[src/rtl/in_order_completion_tracker_macros.svh]
// Assertion macros used by the completion tracker top level.
`ifndef IN_ORDER_COMPLETION_TRACKER_MACROS_SVH
`define IN_ORDER_COMPLETION_TRACKER_MACROS_SVH

// Same-cycle implication, checked on every rising edge outside reset.
`define IOCT_ASSERT_IMPL(label, ante, cons) \
  label: assert property (@(posedge clk) disable iff (rst) (ante) |-> (cons)) \
    else $error("ioct assertion failed");

// Next-cycle implication, checked on every rising edge outside reset.
`define IOCT_ASSERT_NEXT(label, ante, cons) \
  label: assert property (@(posedge clk) disable iff (rst) (ante) |=> (cons)) \
    else $error("ioct assertion failed");

`endif

[src/rtl/ioct_pkg.sv]
// Package: types and constants of the in-order completion tracker.
`timescale 1ns / 1ps

package ioct_pkg;

  localparam int MAX_REQUESTS_DEF = 64;
  localparam int IDX_W            = 6;
  localparam int CNT_W            = 7;
  localparam int CFG_IDX_W        = 2;

  // Request modes
  localparam logic MODE_EVENT   = 1'b0;
  localparam logic MODE_RESTART = 1'b1;

  // Result status codes
  localparam logic [1:0] ST_RETIRED  = 2'd0;
  localparam logic [1:0] ST_FINISHED = 2'd1;
  localparam logic [1:0] ST_REJECTED = 2'd2;

  // Configuration register indexes
  localparam logic [CFG_IDX_W-1:0] REG_IN_ORDER     = 2'd0;
  localparam logic [CFG_IDX_W-1:0] REG_NUM_REQUESTS = 2'd1;

  localparam logic [CNT_W-1:0] NUM_REQUESTS_RST = 7'd64;

  typedef struct packed {
    logic             mode;
    logic [IDX_W-1:0] request_index;
  } in_item_t;

  typedef struct packed {
    logic [IDX_W-1:0] retired_index;
    logic [1:0]       status;
    logic             all_done;
    logic             last;
  } out_item_t;

  // Control from the sequencer to the mark memory
  typedef struct packed {
    logic             clr;
    logic             wr_en;
    logic [IDX_W-1:0] wr_addr;
    logic [IDX_W-1:0] rd_addr;
  } mem_req_t;

endpackage

[src/rtl/ioct_mark_mem.sv]
// Done-mark memory: one bit per request, registered read, valid bits for clear.
`timescale 1ns / 1ps

module ioct_mark_mem #(
  parameter int DEPTH = ioct_pkg::MAX_REQUESTS_DEF
) (
  input  logic              clk,
  input  logic              rst,
  input  ioct_pkg::mem_req_t req,
  output logic              mark
);
  import ioct_pkg::*;

  localparam int AW = (DEPTH > 1) ? $clog2(DEPTH) : 1;

  logic             mem [DEPTH];
  logic [DEPTH-1:0] vld;
  logic             rd_q;
  logic             vld_q;
  logic             fwd_q;

  // Storage write and registered read
  always_ff @(posedge clk) begin
    if (req.wr_en) begin
      mem[req.wr_addr[AW-1:0]] <= 1'b1;
    end
    rd_q <= mem[req.rd_addr[AW-1:0]];
  end

  // Entry valid bits; cleared at once by reset or batch restart
  always_ff @(posedge clk) begin
    if (rst || req.clr) begin
      vld <= '0;
    end else if (req.wr_en) begin
      vld[req.wr_addr[AW-1:0]] <= 1'b1;
    end
  end

  // Valid and write-forward flags travel with the read data
  always_ff @(posedge clk) begin
    vld_q <= vld[req.rd_addr[AW-1:0]];
    fwd_q <= req.wr_en && (req.wr_addr[AW-1:0] == req.rd_addr[AW-1:0]);
  end

  assign mark = fwd_q | (rd_q & vld_q);

endmodule

[src/rtl/ioct_ctrl.sv]
// Sequencer: checks events, marks them done, walks the retire run, drives results.
`timescale 1ns / 1ps

module ioct_ctrl #(
  parameter int MAX_REQUESTS = ioct_pkg::MAX_REQUESTS_DEF
) (
  input  logic                       clk,
  input  logic                       rst,
  input  logic                       start,
  output logic                       busy,
  input  ioct_pkg::in_item_t         request,
  input  logic                       in_order,
  input  logic [ioct_pkg::CNT_W-1:0] num_requests,
  output ioct_pkg::mem_req_t         mem_req,
  input  logic                       mark,
  output logic                       result_valid,
  output ioct_pkg::out_item_t        result
);
  import ioct_pkg::*;

  localparam logic [CNT_W-1:0] MAX_N = CNT_W'(MAX_REQUESTS);

  typedef enum logic [2:0] {
    S_IDLE = 3'b001,
    S_LOOK = 3'b010,
    S_WALK = 3'b100
  } state_t;

  state_t           state, state_next;
  logic [CNT_W-1:0] ptr, ptr_next;
  logic [CNT_W-1:0] cnt, cnt_next;
  logic [CNT_W-1:0] cnt_inc;
  logic [CNT_W-1:0] n;
  logic [IDX_W-1:0] idx_q;
  logic             pend_valid, pend_valid_next;
  logic [IDX_W-1:0] pend_idx, pend_idx_next;
  logic             pend_all, pend_all_next;
  logic             emit;
  out_item_t        emit_item;

  // Effective batch size, clamped to 1..MAX_REQUESTS
  always_comb begin
    if (num_requests == '0) begin
      n = CNT_W'(1);
    end else if (num_requests > MAX_N) begin
      n = MAX_N;
    end else begin
      n = num_requests;
    end
  end

  // Saturating handed-out count
  assign cnt_inc = (cnt == '1) ? cnt : cnt + 1'b1;
  assign busy    = (state != S_IDLE);

  // Next-state and result selection
  always_comb begin
    state_next      = state;
    ptr_next        = ptr;
    cnt_next        = cnt;
    pend_valid_next = pend_valid;
    pend_idx_next   = pend_idx;
    pend_all_next   = pend_all;
    emit            = 1'b0;
    emit_item       = '0;
    mem_req         = '0;

    case (state)
      S_IDLE: begin
        if (start) begin
          if (request.mode == MODE_RESTART) begin
            mem_req.clr = 1'b1;
            ptr_next    = '0;
            cnt_next    = '0;
          end else begin
            state_next = S_LOOK;
          end
        end
      end
      S_LOOK: begin
        state_next = S_IDLE;
        emit       = 1'b1;
        if (cnt >= n) begin
          emit_item = '{retired_index: '0, status: ST_FINISHED, all_done: 1'b1, last: 1'b1};
        end else if ({1'b0, idx_q} >= n || mark) begin
          emit_item = '{retired_index: idx_q, status: ST_REJECTED, all_done: 1'b0,
                        last: 1'b1};
        end else begin
          mem_req.wr_en   = 1'b1;
          mem_req.wr_addr = idx_q;
          if (in_order) begin
            // Results come from the walk; the new mark is forwarded to it
            emit            = 1'b0;
            pend_valid_next = 1'b0;
            state_next      = S_WALK;
          end else begin
            cnt_next  = cnt_inc;
            emit_item = '{retired_index: idx_q, status: ST_RETIRED,
                          all_done: (cnt_inc >= n), last: 1'b1};
          end
        end
      end
      S_WALK: begin
        // One result is held back until the next mark says whether it is the last
        if (ptr < n && mark) begin
          ptr_next        = ptr + 1'b1;
          cnt_next        = cnt_inc;
          emit            = pend_valid;
          emit_item       = '{retired_index: pend_idx, status: ST_RETIRED,
                              all_done: pend_all, last: 1'b0};
          pend_valid_next = 1'b1;
          pend_idx_next   = ptr[IDX_W-1:0];
          pend_all_next   = (cnt_inc >= n);
        end else begin
          emit            = pend_valid;
          emit_item       = '{retired_index: pend_idx, status: ST_RETIRED,
                              all_done: pend_all, last: 1'b1};
          pend_valid_next = 1'b0;
          state_next      = S_IDLE;
        end
      end
      default: begin
        state_next = S_IDLE;
      end
    endcase

    // Read address: the event index on accept, else the retire pointer
    mem_req.rd_addr = (state == S_IDLE) ? request.request_index : ptr_next[IDX_W-1:0];
  end

  // Control registers
  always_ff @(posedge clk) begin
    if (rst) begin
      state        <= S_IDLE;
      ptr          <= '0;
      cnt          <= '0;
      pend_valid   <= 1'b0;
      result_valid <= 1'b0;
    end else begin
      state        <= state_next;
      ptr          <= ptr_next;
      cnt          <= cnt_next;
      pend_valid   <= pend_valid_next;
      result_valid <= emit;
    end
  end

  // Payload registers
  always_ff @(posedge clk) begin
    if (state == S_IDLE && start) begin
      idx_q <= request.request_index;
    end
    pend_idx <= pend_idx_next;
    pend_all <= pend_all_next;
    if (emit) begin
      result <= emit_item;
    end
  end

endmodule

[src/rtl/in_order_completion_tracker.sv]
// Top level of the in-order completion tracker.
//
//  channel  | handshake               | payload
//  ---------+-------------------------+--------------------------------
//  request  | start, busy             | request (in_item_t)
//  result   | result_valid (strobe)   | result (out_item_t)
//  config   | cfg_valid, cfg_ready    | cfg_index, cfg_data
//
// Request accepted when start is high and busy is low. A restart gives no
// result. An event is looked up in the mark memory in the cycle after
// acceptance; a lone result is then registered onto result_valid and result.
// An in-order walk reads one mark per cycle from the memory port; its results
// leave back to back, and busy stays high until the walk ends.
// Synchronous reset clears control and valid state at once (no clearing pass).
// The result strobe lasts one cycle; the receiver cannot stall it.
`timescale 1ns / 1ps
`include "in_order_completion_tracker_macros.svh"

module in_order_completion_tracker #(
  parameter int MAX_REQUESTS = ioct_pkg::MAX_REQUESTS_DEF
) (
  input  logic                           clk,
  input  logic                           rst,
  input  logic                           start,
  output logic                           busy,
  input  ioct_pkg::in_item_t             request,
  output logic                           result_valid,
  output ioct_pkg::out_item_t            result,
  input  logic                           cfg_valid,
  output logic                           cfg_ready,
  input  logic [ioct_pkg::CFG_IDX_W-1:0] cfg_index,
  input  logic [ioct_pkg::CNT_W-1:0]     cfg_data
);
  import ioct_pkg::*;

  logic             in_order;
  logic [CNT_W-1:0] num_requests;
  mem_req_t         mem_req;
  logic             mark;
  logic             acc_event;
  logic             acc_restart;
  logic             res_single;

  assign cfg_ready = 1'b1;

  // Configuration registers
  always_ff @(posedge clk) begin
    if (rst) begin
      in_order     <= 1'b0;
      num_requests <= NUM_REQUESTS_RST;
    end else if (cfg_valid && cfg_ready) begin
      case (cfg_index)
        REG_IN_ORDER:     in_order     <= cfg_data[0];
        REG_NUM_REQUESTS: num_requests <= cfg_data;
        default: ;
      endcase
    end
  end

  ioct_ctrl #(
    .MAX_REQUESTS(MAX_REQUESTS)
  ) u_ctrl (
    .clk          (clk),
    .rst          (rst),
    .start        (start),
    .busy         (busy),
    .request      (request),
    .in_order     (in_order),
    .num_requests (num_requests),
    .mem_req      (mem_req),
    .mark         (mark),
    .result_valid (result_valid),
    .result       (result)
  );

  ioct_mark_mem #(
    .DEPTH(MAX_REQUESTS)
  ) u_mark_mem (
    .clk  (clk),
    .rst  (rst),
    .req  (mem_req),
    .mark (mark)
  );

  // Terms for the checks below
  assign acc_event   = start && !busy && (request.mode == MODE_EVENT);
  assign acc_restart = start && !busy && (request.mode == MODE_RESTART);
  assign res_single  = (result.status == ST_FINISHED) || (result.status == ST_REJECTED);

  // An event always needs a memory lookup cycle
  `IOCT_ASSERT_NEXT(a_event_busy, acc_event, busy)
  // A restart leaves the block idle with no result
  `IOCT_ASSERT_NEXT(a_restart_quiet, acc_restart, !busy && !result_valid)
  // Finished and rejected results are single and final
  `IOCT_ASSERT_IMPL(a_single_last, result_valid && res_single, result.last)
  // A retire run leaves back to back until its last result
  `IOCT_ASSERT_NEXT(a_run_contiguous, result_valid && !result.last, result_valid)

endmodule

[config.mk]
export PLATFORM = sky130hd
export DESIGN_NAME = in_order_completion_tracker
export DESIGN_NICKNAME = d
export VERILOG_FILES = /design/src/rtl/ioct_pkg.sv /design/src/rtl/ioct_mark_mem.sv /design/src/rtl/ioct_ctrl.sv /design/src/rtl/in_order_completion_tracker.sv
export VERILOG_INCLUDE_DIRS = /design/src /design/src/rtl
export SDC_FILE = /design/constraint.sdc
export NUM_CORES = 1
export LEC_CHECK = 0
export ABC_AREA = 1
export BUFFER_PORTS_ARGS = -buffer_cell sky130_fd_sc_hd__clkbuf_2
export CORE_MARGIN = 2
export CORE_UTILIZATION = 42
export CTS_BUF_LIST = sky130_fd_sc_hd__clkbuf_2
export DETAILED_ROUTE_END_ITERATION = 8
export GPL_ROUTABILITY_DRIVEN = 0
export GPL_TIMING_DRIVEN = 0
export SYNTH_ARGS = -nofsm -noshare
export SYNTH_HDL_FRONTEND = slang
export SYNTH_HIERARCHICAL = 1
export SYNTH_SLANG_ARGS = --single-unit
[constraint.sdc]
create_clock -name clk -period 7.1 [get_ports clk]
set_input_delay 0.71 -clock clk [delete_from_list [all_inputs] [get_ports clk]]
set_output_delay 0.71 -clock clk [all_outputs]
set_load 0.03 [all_outputs]
# [Word-level counts from Yosys, hierarchy flattened]
# Cells that the tools add are included.
# W data, S select, Z words.
[classes] addsub=2 n_bitwise=3 eq_ne=16 n_lt_le_gt_ge=8 mux=46 reduce_logical=18
[op_table] cell="$mux W7" n=15
[op_table] cell="$or A64 B64 Y64" n=1
[op_table] cell="$mux W10" n=3
[op_table] cell="$pmux W7 S3" n=1
[op_table] cell="$pmux W10 S2" n=1
[op_table] cell="$mux W3" n=6
[op_table] cell="$ne A2 B2 Y1 const B" n=8
[op_table] cell="$add A7 B1 Y7 const B" n=2
[op_table] cell="$ge A7 B7 Y1" n=2
[op_table] cell="$lt A6 B7 Y1 const B" n=2
[op_table] cell="$pmux W7 S2" n=1
[op_table] cell="$mux W1" n=13
[op_table] cell="$pmux W3 S3" n=1
[op_table] cell="$reduce_and A4 Y1" n=2
[op_table] cell="$eq A7 B7 Y1 const B" n=1
[op_table] cell="$ge A6 B7 Y1" n=1
[op_table] cell="$gt A7 B7 Y1 const B" n=1
[op_table] cell="$logic_not A7 Y1" n=1
[op_table] cell="$lt A7 B7 Y1" n=1
[op_table] cell="$reduce_and A7 Y1" n=1
[op_table] cell="$bmux W1 S6" n=1
[op_table] cell="$demux W1 S6" n=1
[op_table] cell="$eq A6 B6 Y1" n=1
[op_table] cell="$ge A6 B1 Y1 const B" n=1
[op_table] cell="17 further kinds" n=25
[word_totals] reg_bits=117 inputBits=20 wordCells=112

# [Longest topological paths before layout]
# Gate-level depths: netlist of the first run.
[depth] ltp_word=13 ltp_mapped=27

# [Cells and area by module]
# The synthesis of the first run kept the hierarchy.
[modules_own_cells] module="ioct_ctrl" n_inst=1 cells_each=372 area_each_um2=2852.7 seq_area_each_um2=1071.0
[modules_own_cells] module="ioct_mark_mem" n_inst=1 cells_each=398 area_each_um2=2773.9 seq_area_each_um2=1321.3
[modules_own_cells] module="in_order_completion_tracker" n_inst=1 cells_each=53 area_each_um2=352.8 seq_area_each_um2=160.2

# [Worst setup path before layout of the first run]
# OpenSTA, ideal clock, no wires.
[synth_path] path_type="flip-flop to flip-flop" start="register num_requests[4]" end="register u_mark_mem.vld[48]" slack_ns=3.906 arrival_ns=3.129 setup_time_ns=0.065 path_buffers=1 stages_incl_launch_ff=18 required_ns=7.035 cell_sequence="dfxtp_1 > nor2_1 > nand3_1 > nand2_1 > nand2_1 > ha_1 > a21oi_1 > o21ai_0 > nand2_1 > nand3_1 > nor2_1 > inv_1 > clkbuf_1 > nor3_1 > inv_1 > nor3_1 > a21oi_1 > nor2_1"
[synth_lines] element="start, declared" line_no="in_order_completion_tracker.sv:37" rtl="logic [CNT_W-1:0] num_requests;"
[synth_lines] element="start signal, assigned" line_no="in_order_completion_tracker.sv:54" rtl="REG_NUM_REQUESTS: num_requests <= cfg_data;"
[synth_lines] element="end signal, assigned" line_no="ioct_mark_mem.sv:33" rtl="vld <= '0;"
[synth_lines] element="end signal, assigned by index" line_no="ioct_mark_mem.sv:35" rtl="vld[req.wr_addr[AW-1:0]] <= 1'b1;"
[synth_lines] element="end, declared" line_no="ioct_mark_mem.sv:17" rtl="logic [DEPTH-1:0] vld;"

==> results.toml, run 1 <==
[synthesis]
syn_nets = 871
synth_cell_types = 41
synth.cell_area_sq_mm = 0.00598
synth_ff_type = "dfxtp_1"
synth_edf_count = 23
yosysTopAreaCell = "dfxtp_1"
synthArstFlopShare_pct = 0
yosys_warnings = 6
synth_top_area_share_pct = 31.1
syn_area_per_cell_sq_um = 7.27
yosysSeqAreaShare_pct = 42.7
synthTopCellsByArea = "dfxtp_1 31%, nand2_1 13%, edfxtp_1 12%, a21oi_1 7.6%, nor2_1 7.5%"
synth_seq_cells = 116
synthCells = 823

[flow_run]
maxCapViolations = 0

[worst_setup_path]
crit_path_end_kind = "flip-flop"
slowest_stage = "nor3_1"
path_cells = "nor2_1 > nand3_1 > nand2_1 > nand2_1 > ha_1 > a21oi_1 > o21ai_0 > nand2_1 > nand3_1 > nor2_1 > inv_1 > clkbuf_1 > nor3_1 > inv_1 > nor3_1 > a21oi_1 > nor2_1"
cp_num_buf_inv = 3
critical-path-max-stage-delay_ns = 0.88
critPathMaxFanout = 10
crit_arrival_ns = 5.13
cp.required_ns = 7.73
crit_type = "flip-flop to flip-flop"
path_delay_family = "simple AND/OR/NAND/NOR gates"
critPathLaunchType = "flip-flop"
rrSetupSlack_ns = 2.60

[global_route]
grt_max_degree = 17
overflow = 0
grt_pass1_wl_mm = 25.8
grt_pass1_vias = 5145
antenna_found_initial = 0
grt.total_usage_pct = 22.4

[power_and_ir_drop]
pwr_density_cell_mw_per_mm2 = 261
p_switching_uw = 649
comb_power_share_pct = 30.6
p_int_mw = 1.07
pwr-share-clk_pct = 26.9
p_leak_nw = 2.86
vdd_ir_drop_max_mv = 0.173
seqPwrFrac_pct = 42.5
sw_frac_of_total_pct = 37.7

[finish]
drive_above_1_share_pct = 11.1
final_util_pct = 47.6
layout.nets = 921
regArea_sq_mm = 0.00255
multi_input_area_sq_mm = 0.00306
syn_to_final_growth_pct = 10.6
num_antenna_cells = 0
fill_cells = 1433
design_area_sq_mm = 0.00661

[die]
die_h_um = 123
die_area_sq_mm = 0.0152
io_pins = 33
fp-row-count = 43
die_w_um = 123
initial_core_util_pct = 43.1
fp.coreArea_sq_mm = 0.0139

[hold_path]
hold_class = "input pin to flip-flop"

[drt]
wl_mm = 16.0
drt-pass1-iter-count = 4
vias = 5497
routedWlPerCell_um = 15.0
ant_nets = 0
drc = 0
viasPerCell = 5.16
drt_iter0_drc = 457

[cts]
root_buffer = "clkbuf_2"
cts_hold_buf = 0
cts_setup_buffers = 0
clk-insertion-delay-late_ns = 0.71
cts.sinks = 116
clock_path_buffers = 2
clkTransAtPathRegs_ns = 0.19
h-tree-depth = 4
cts_made_buffers = 17
cts_tree = "done"
cts_resized = 0

[sta]
setup_viol = 0
fin_crit_sh_pct = 63.4
fmax_mhz = 222
finalCriticalPeriod_ns = 4.50
rsz0062_at_grt = "no"
final_hold_viol_count = 0
max-slew-margin-rel_pct = 3.81
finClkSkew_ns = 0.0294
worst_pin_slew_ns = 1.43
setup-tns-final_ns = 0
drv_slew = 0

[place]
hpwl_mm = 11.3
portBuffers = 31
place_area_sq_mm = 0.00636

[outcome]
status = "completed"
## power groups by stage
stage	logic, mW	registers (mW)	clock network [mW]
after floorplan	0.386	0.741	0
after global placement	0.523	0.746	0
after detailed placement	0.524	0.745	0
after CTS	0.526	0.732	0.477
after global routing	0.594	0.735	0.508
final	0.528	0.732	0.464
## cell type report
cell class	count	share of cell area, %
repair buffers	31	2.35
flip-flops and latches	116	38.6
clock inverters	13	2.38
inverters	64	3.63
clock buffers	19	1.44
well taps	180	3.41
plain buffers	27	1.97
multi-input cells	616	46.2
## routing by layer
metal / global-route usage, % / wire (um) / up-vias
met2: 37.9 / 7730 / 130
met4: 9.09 / 403 / 0
met3: 5.54 / 715 / 32
met5: 0 / 0 / -
met1: 27.3 / 7190 / 2500
li1: - / - / 2835
## cells in the final DEF (no fill, tap or decap), types with 8 or more instances in the layout
cell and n:
nand3_1 81, a21oi_1 91, nand2_1 206, clkbuf_2 50, nor2_1 120, inv_1 57, nand4_1 10, buf_2 8
ha_1 28, edfxtp_1 23, nor3_1 22, dfxtp_1 93, xor2_1 8, clkbuf_1 11
## registers in the layout, indices dropped and copies added (netlist names)
signal and flops:
u_mark_mem/vld 64, u_ctrl/result 10, num_requests 7, u_ctrl/cnt 7, u_ctrl/ptr 7, u_ctrl/idx_q 6
u_ctrl/pend_idx 6, u_ctrl/state 3, in_order 1, u_ctrl/pend_all 1, u_ctrl/pend_valid 1, u_ctrl/result_valid 1
u_mark_mem/fwd_q 1, u_mark_mem/vld_q 1
## metrics by stage
stage | worst slack, ns | total power, mW | cells | hold slack (ns)
2_1_floorplan | 3.91 | 1.13 | 823 | 0.437
3_3_place_gp | 2.76 | 1.27 | 1034 | 0.447
3_5_place_dp | 2.76 | 1.27 | 1034 | 0.453
4_1_cts | 2.68 | 1.73 | 1066 | 0.139
5_1_grt | 2.23 | 1.84 | 1066 | 0.102
6_report | 2.60 | 1.72 | 1066 | 0.198
## path summary, 6_finish.rpt
check	start	cells after the start	to
hold / removal	request[0]	1	u_ctrl/idx_q[0]
hold reg to reg	u_ctrl/pend_valid	2	u_ctrl/pend_valid
setup reg to reg	num_requests[2]	17	u_mark_mem/vld[24]
setup / recovery	num_requests[2]	17	u_mark_mem/vld[24]
## worst reg2reg max path: stages (launching register included)
cell and delay, ns:
dfxtp_1 0.37, nor2_1 0.14, nand3_1 0.08, nand2_1 0.13
nand2_1 0.18, ha_1 0.35, a21oi_1 0.12, o21ai_0 0.09
nand2_1 0.07, nand3_1 0.15, nor2_1 0.23, inv_1 0.11
clkbuf_1 0.24, nor3_1 0.74, inv_1 0.23, nor3_1 0.88
a21oi_1 0.17, nor2_1 0.14
## Yosys cell counts, drive strengths merged (2+ instances only)
library cell,n
nand2,214
edfxtp,23
xnor2,2
clkinv,3
nor3,25
or2,3
and2,3
nor2,122
buf,16
clkbuf,11
o31ai,5
nand3,83
nor4,3
nand4,11
inv,61
xor2,8
o21ai,9
o22ai,3
ha,28
a21oi,91
dfxtp,93
## cell families (layout without fill, tap and decap cells)
group           count (synthesis)  count (layout)  synth area share (%)
simple gates                  465             465                  33.7
xor+xnor                       10              10                  1.46
compound gates                112             112                  10.0
flops                         116             116                  42.7
fa+ha+maj                      28              28                  5.86
buf+inv                        91             154                  6.19
other cells                     1               1                0.0627
Power figures use the tool's default switching activity.
==> run 2, diff against run 1 <==
Clock period 7.1 ns to 4.6 ns, I/O delays scaled along.
==> run 2 against run 1 <==
  * Core utilization grew 1.2 points
  * Highest routed layer unchanged
  * Total power grew 55%
  * Critical path type unchanged
  * Sequential power grew 54%
  * Critical endpoint unchanged
  * Largest cell class unchanged
==> results.toml, run 2 (synthesized netlist as in run 1, its figures left out) <==
[sta]
fmax_mhz = 223
final_hold_viol_count = 0
drv_slew = 0
worst_pin_slew_ns = 1.27
finalCriticalPeriod_ns = 4.49
fin_crit_sh_pct = 97.6
finClkSkew_ns = 0.0224
max-slew-margin-rel_pct = 15.0
setup_viol = 0
rsz0062_at_grt = "yes"

[finish]
reg.largest.list = "u_mark_mem/vld: 64 flops, u_ctrl/result: 10 flops"
regMostFlops = "u_mark_mem/vld"
final_cells = 1082
largest_reg_flops = 64
layout.nets = 937
regArea_sq_mm = 0.00255
drive_above_1_share_pct = 11.0
syn_to_final_growth_pct = 13.4
final_cell_mix = "206 x nand2_1, 120 x nor2_1, 93 x dfxtp_1"
multi_input_area_sq_mm = 0.00306
final_common_cell = "nand2_1"
num_antenna_cells = 0
fill_cells = 1422
final_util_pct = 48.8

[global_route]
grt.total_usage_pct = 22.7
overflow = 0
grt_max_degree = 17
grt_pass1_wl_mm = 26.2
grt_pass1_vias = 5257
antenna_found_initial = 0

[drt]
drt_iter0_drc = 448
wl_mm = 16.3
viasPerCell = 5.15
routedWlPerCell_um = 15.1
drt-pass1-iter-count = 6
ant_nets = 0
drc = 0
vias = 5572

[power_and_ir_drop]
total_power_mw = 2.67
vdd_ir_drop_max_mv = 0.268
p_leak_nw = 2.92
pwr_density_cell_mw_per_mm2 = 394

[worst_setup_path]
r2r_cells = 17
reg2reg_from = "num_requests[2]"
crit_type = "flip-flop to flip-flop"
crit_arrival_ns = 5.12
cp.required_ns = 5.23
critPathLaunchType = "flip-flop"
cp-startpoint = "num_requests[2]"
crit_path_end_kind = "flip-flop"
r2r_end = "u_mark_mem/vld[24]"
rrSetupSlack_ns = 0.11
critPathMaxFanout = 10

[hold_path]
hold_path_end = "in_order"
hp-start = "cfg_valid"
whs_path_depth = 3
hold_class = "input pin to flip-flop"

[cts]
clk-insertion-delay-late_ns = 0.70
cts_setup_buffers = 0
clock_path_buffers = 2
root_buffer = "clkbuf_2"
cts.sinks = 116
cts_made_buffers = 17
h-tree-depth = 4
cts_tree = "done"
clkTransAtPathRegs_ns = 0.18

[die]
die_h_um = 123
initial_core_util_pct = 43.1
io_pins = 33
fp-row-count = 43
die_area_sq_mm = 0.0152
die_w_um = 123
fp.coreArea_sq_mm = 0.0139

[place]
dp_cells = 1034
portBuffers = 31
hpwl_mm = 11.3

[flow_run]
maxCapViolations = 0

[outcome]
status = "completed"
run 2: cell count changes in the layout (fill, tap and decap cells not counted):
cell and delta:
nor3_1 -1, nor3_2 +1, dlygate4sd3_1 +16
run 2: area by class of cell:
cell class	instances	share of cell area, %
Clock buffer	19	1.40
Tap cell	180	3.32
Clock inverter	13	2.33
Sequential cell	116	37.7
Buffer	27	1.92
Timing Repair Buffer	47	4.65
Multi-Input combinational cell	616	45.2
Inverter	64	3.54
run 2: metal layers:
layer	up-vias	part of all wire, %	routed length, um	global-route usage, %
met1	2547	45	7280	27.5
met2	125	48	7890	38.7
met5	-	0	0	0
met4	0	2.5	414	9.09
li1	2866	-	-	-
met3	34	4.3	703	5.54
run 2: power breakdown:
part           leakage, nW  switching (mW)  total [mW]  internal, mW
Sequential           0.968          0.0407        1.13          1.09
Clock                0.152           0.407       0.714         0.307
Combinational         1.81           0.553       0.825         0.272
run 2: how the worst max path moves through the flow:
stage                                    end
final                     u_mark_mem/vld[24]
after detailed placement  u_mark_mem/vld[22]
after CTS                 u_mark_mem/vld[22]
after global placement    u_mark_mem/vld[24]
after global routing      u_mark_mem/vld[19]
after floorplan           u_mark_mem/vld[48]
run 2: what timing repair did:
item	4_1_cts	5_1_grt
resized for setup	0	1
hold buffers	15	1
setup endpoints to repair	0	49
hold endpoints to repair	14	2
run 2: stage by stage:
step / setup slack [ns] / hold slack [ns] / setup TNS, ns / instance area, sq um
floorplan: 1.41 / 0.437 / 0 / 5980
global placement: 0.260 / 0.447 / 0 / 6360
detailed placement: 0.255 / 0.453 / 0 / 6360
CTS: 0.180 / 0.0108 / 0 / 6760
global route: -0.270 / 0.0150 / -7.42 / 6780
finish: 0.109 / 0.0912 / 0 / 6780
run 2: critical path, stage by stage, from the launching register on:
cell      delay [ns]
dfxtp_1         0.36
nor2_1          0.14
nand3_1         0.08
nand2_1         0.13
nand2_1         0.18
ha_1            0.35
a21oi_1         0.12
o21ai_0         0.09
nand2_1         0.07
nand3_1         0.15
nor2_1          0.23
inv_1           0.11
clkbuf_1        0.23
nor3_1          0.74
inv_1           0.23
nor3_1          0.89
a21oi_1         0.16
nor2_1          0.14
==> run 3, diff against run 2 <==
Settings changed: REMOVE_ABC_BUFFERS from default to 1.
==> run 3 against run 2 <==
  * Die area unchanged
  * Sequential share of layout area up 1.5 points
  * Design area down 3.8%
  * Flip-flop and latch count unchanged
  * Combinational power down 3.4%
  * Sequential power about the same
  * Critical path type unchanged
  * Critical endpoint is now u_mark_mem/vld[32]
  * Largest power group unchanged
  * Highest routed layer unchanged
==> results.toml, run 3 (synthesized netlist as in run 1, its figures left out) <==
[outcome]
status = "completed"

[sta]
fin_crit_sh_pct = 94.5
setup_viol = 0
fmax_mhz = 230
final_hold_viol_count = 0
finClkSkew_ns = 0.0478
drv_slew = 0
finalCriticalPeriod_ns = 4.35
rsz0062_at_grt = "yes"
worst_pin_slew_ns = 1.24
max-slew-margin-rel_pct = 16.5

[cts]
root_buffer = "clkbuf_2"
clkTransAtPathRegs_ns = 0.14
cts.sinks = 116
h-tree-depth = 4
cts_tree = "done"
clock_path_buffers = 2
cts_made_buffers = 17
cts_setup_buffers = 0
clk-insertion-delay-late_ns = 0.67

[finish]
fill_cells = 1401
regMostFlops = "u_mark_mem/vld"
syn_to_final_growth_pct = 9.08
drive_above_1_share_pct = 10.3
layout.nets = 902
final_common_cell = "nand2_1"
num_antenna_cells = 0
largest_reg_flops = 64
reg.largest.list = "u_mark_mem/vld: 64 flops, u_ctrl/result: 10 flops"
final_cell_mix = "204 x nand2_1, 120 x nor2_1, 93 x dfxtp_1"
final_util_pct = 47.0

[worst_setup_path]
critPathLaunchType = "flip-flop"
path_delay_family = "simple AND/OR/NAND/NOR gates"
cp_num_buf_inv = 2
cp.required_ns = 5.18
cpMostUsedCell = "nor2_1"
crit_arrival_ns = 4.92
critical-path-max-stage-delay_ns = 0.99
slowest_stage = "nor3_1"
crit_path_end_kind = "flip-flop"
path_cells = "nor2_1 > nand3_1 > nand2_1 > nand2_1 > ha_1 > a21oi_1 > o21a_1 > nand3_1 > nor2_1 > inv_1 > nor3_1 > inv_1 > nor3_1 > a21oi_1 > nor2_1"
critPathMaxFanout = 12
crit_type = "flip-flop to flip-flop"

[power_and_ir_drop]
pwr-share-clk_pct = 23.9
seqPwrFrac_pct = 44.6
vdd_ir_drop_max_mv = 0.143
total_power_mw = 2.53
p_int_mw = 1.57
p_leak_nw = 2.81
p_switching_uw = 955
comb_power_share_pct = 31.5
pwr_density_cell_mw_per_mm2 = 388
sw_frac_of_total_pct = 37.8

[global_route]
met1_usage_pct = 30.1
grt_max_degree = 65
grt_pass1_wl_mm = 25.6
busiest_layer = "met2"
met2_usage_pct = 34.0
grt_pass1_vias = 5134
overflow = 0
antenna_found_initial = 0
grt.total_usage_pct = 21.9
use_met3_pct = 4.66

[die]
initial_core_util_pct = 43.1
die_w_um = 123
fp-row-count = 43
fp.coreArea_sq_mm = 0.0139
die_h_um = 123
io_pins = 33
die_area_sq_mm = 0.0152

[drt]
routedWlPerCell_um = 15.1
drt_iter0_drc = 447
wl_mm = 15.8
drc = 0
ant_nets = 0
vias = 5609
viasPerCell = 5.37
drt-pass1-iter-count = 5

[place]
portBuffers = 31
hpwl_mm = 11.1

[flow_run]
maxCapViolations = 0

[hold_path]
hold_class = "input pin to flip-flop"
run 3: cell types whose count changed in the layout (fill, tap and decap cells not counted), sizes merged:
| cell | before | now |
|---|---|---|
| bufinv | 3 | 2 |
| dlygate4sd3 | 16 | 8 |
| clkinvlp | 2 | 1 |
| clkbuf | 61 | 52 |
| clkinv | 9 | 6 |
| buf | 16 | 0 |
run 3: power groups by stage:
stage	Sequential [mW]	Combinational, mW	Clock [mW]
final	1.13	0.797	0.604
after global routing	1.13	0.893	0.666
after CTS	1.13	0.789	0.625
after detailed placement	1.15	0.777	0
after global placement	1.15	0.755	0
after floorplan	1.14	0.560	0
run 3: layout make-up:
class	instances	area [sq um]	share of cell area [%]
sequential	116	2550	39.1
clock inverter	8	88.8	1.36
timing repair buffer	39	235	3.61
clock buffer	21	105	1.61
multi-input combinational	616	3070	47.1
tap	180	225	3.45
inverter	64	244	3.74
run 3: worst paths after layout:
check	from	to	slack (ns)	depth (start not counted)
worst min register to register	u_ctrl/pend_valid	u_ctrl/pend_valid	0.48	2
worst min-delay path	cfg_data[2]	num_requests[2]	0.06	3
worst max register to register	num_requests[1]	u_mark_mem/vld[32]	0.25	15
worst max-delay path	num_requests[1]	u_mark_mem/vld[32]	0.25	15
run 3: metrics by stage:
stage | worst slack (ns) | std cells | hold slack (ns) | instance area, sq um | TNS (ns)
floorplan | 0.779 | 796 | 0.433 | 5850 | 0
finish | 0.251 | 1044 | 0.0608 | 6520 | 0
global route | -0.165 | 1044 | 0.0212 | 6520 | -2.12
global placement | -0.785 | 1007 | 0.447 | 6230 | -1.45
detailed placement | -0.814 | 1007 | 0.453 | 6230 | -1.56
CTS | 0.168 | 1044 | 0.00515 | 6510 | 0
run 3: routing by layer:
metal  wire length, um  share of wire (%)
met5                 0                  0
met4               311                2.0
met3              1150                7.3
met2              7210                 46
met1              7110                 45
run 3: worst min-delay path: cells and delay by family:
family,cells,cell delay [ns]
and+or+nand+nor,2,0.13
buffers and inverters,1,0.08
run 3: timing repair:
action / 4_1_cts / 5_1_grt
hold buffers: 8 / 0
pin swaps: 0 / 0
gates cloned: 0 / 0
endpoints found under the setup margin: 2 / 51
hold endpoints to repair: 8 / 0
resized for setup: 3 / 4
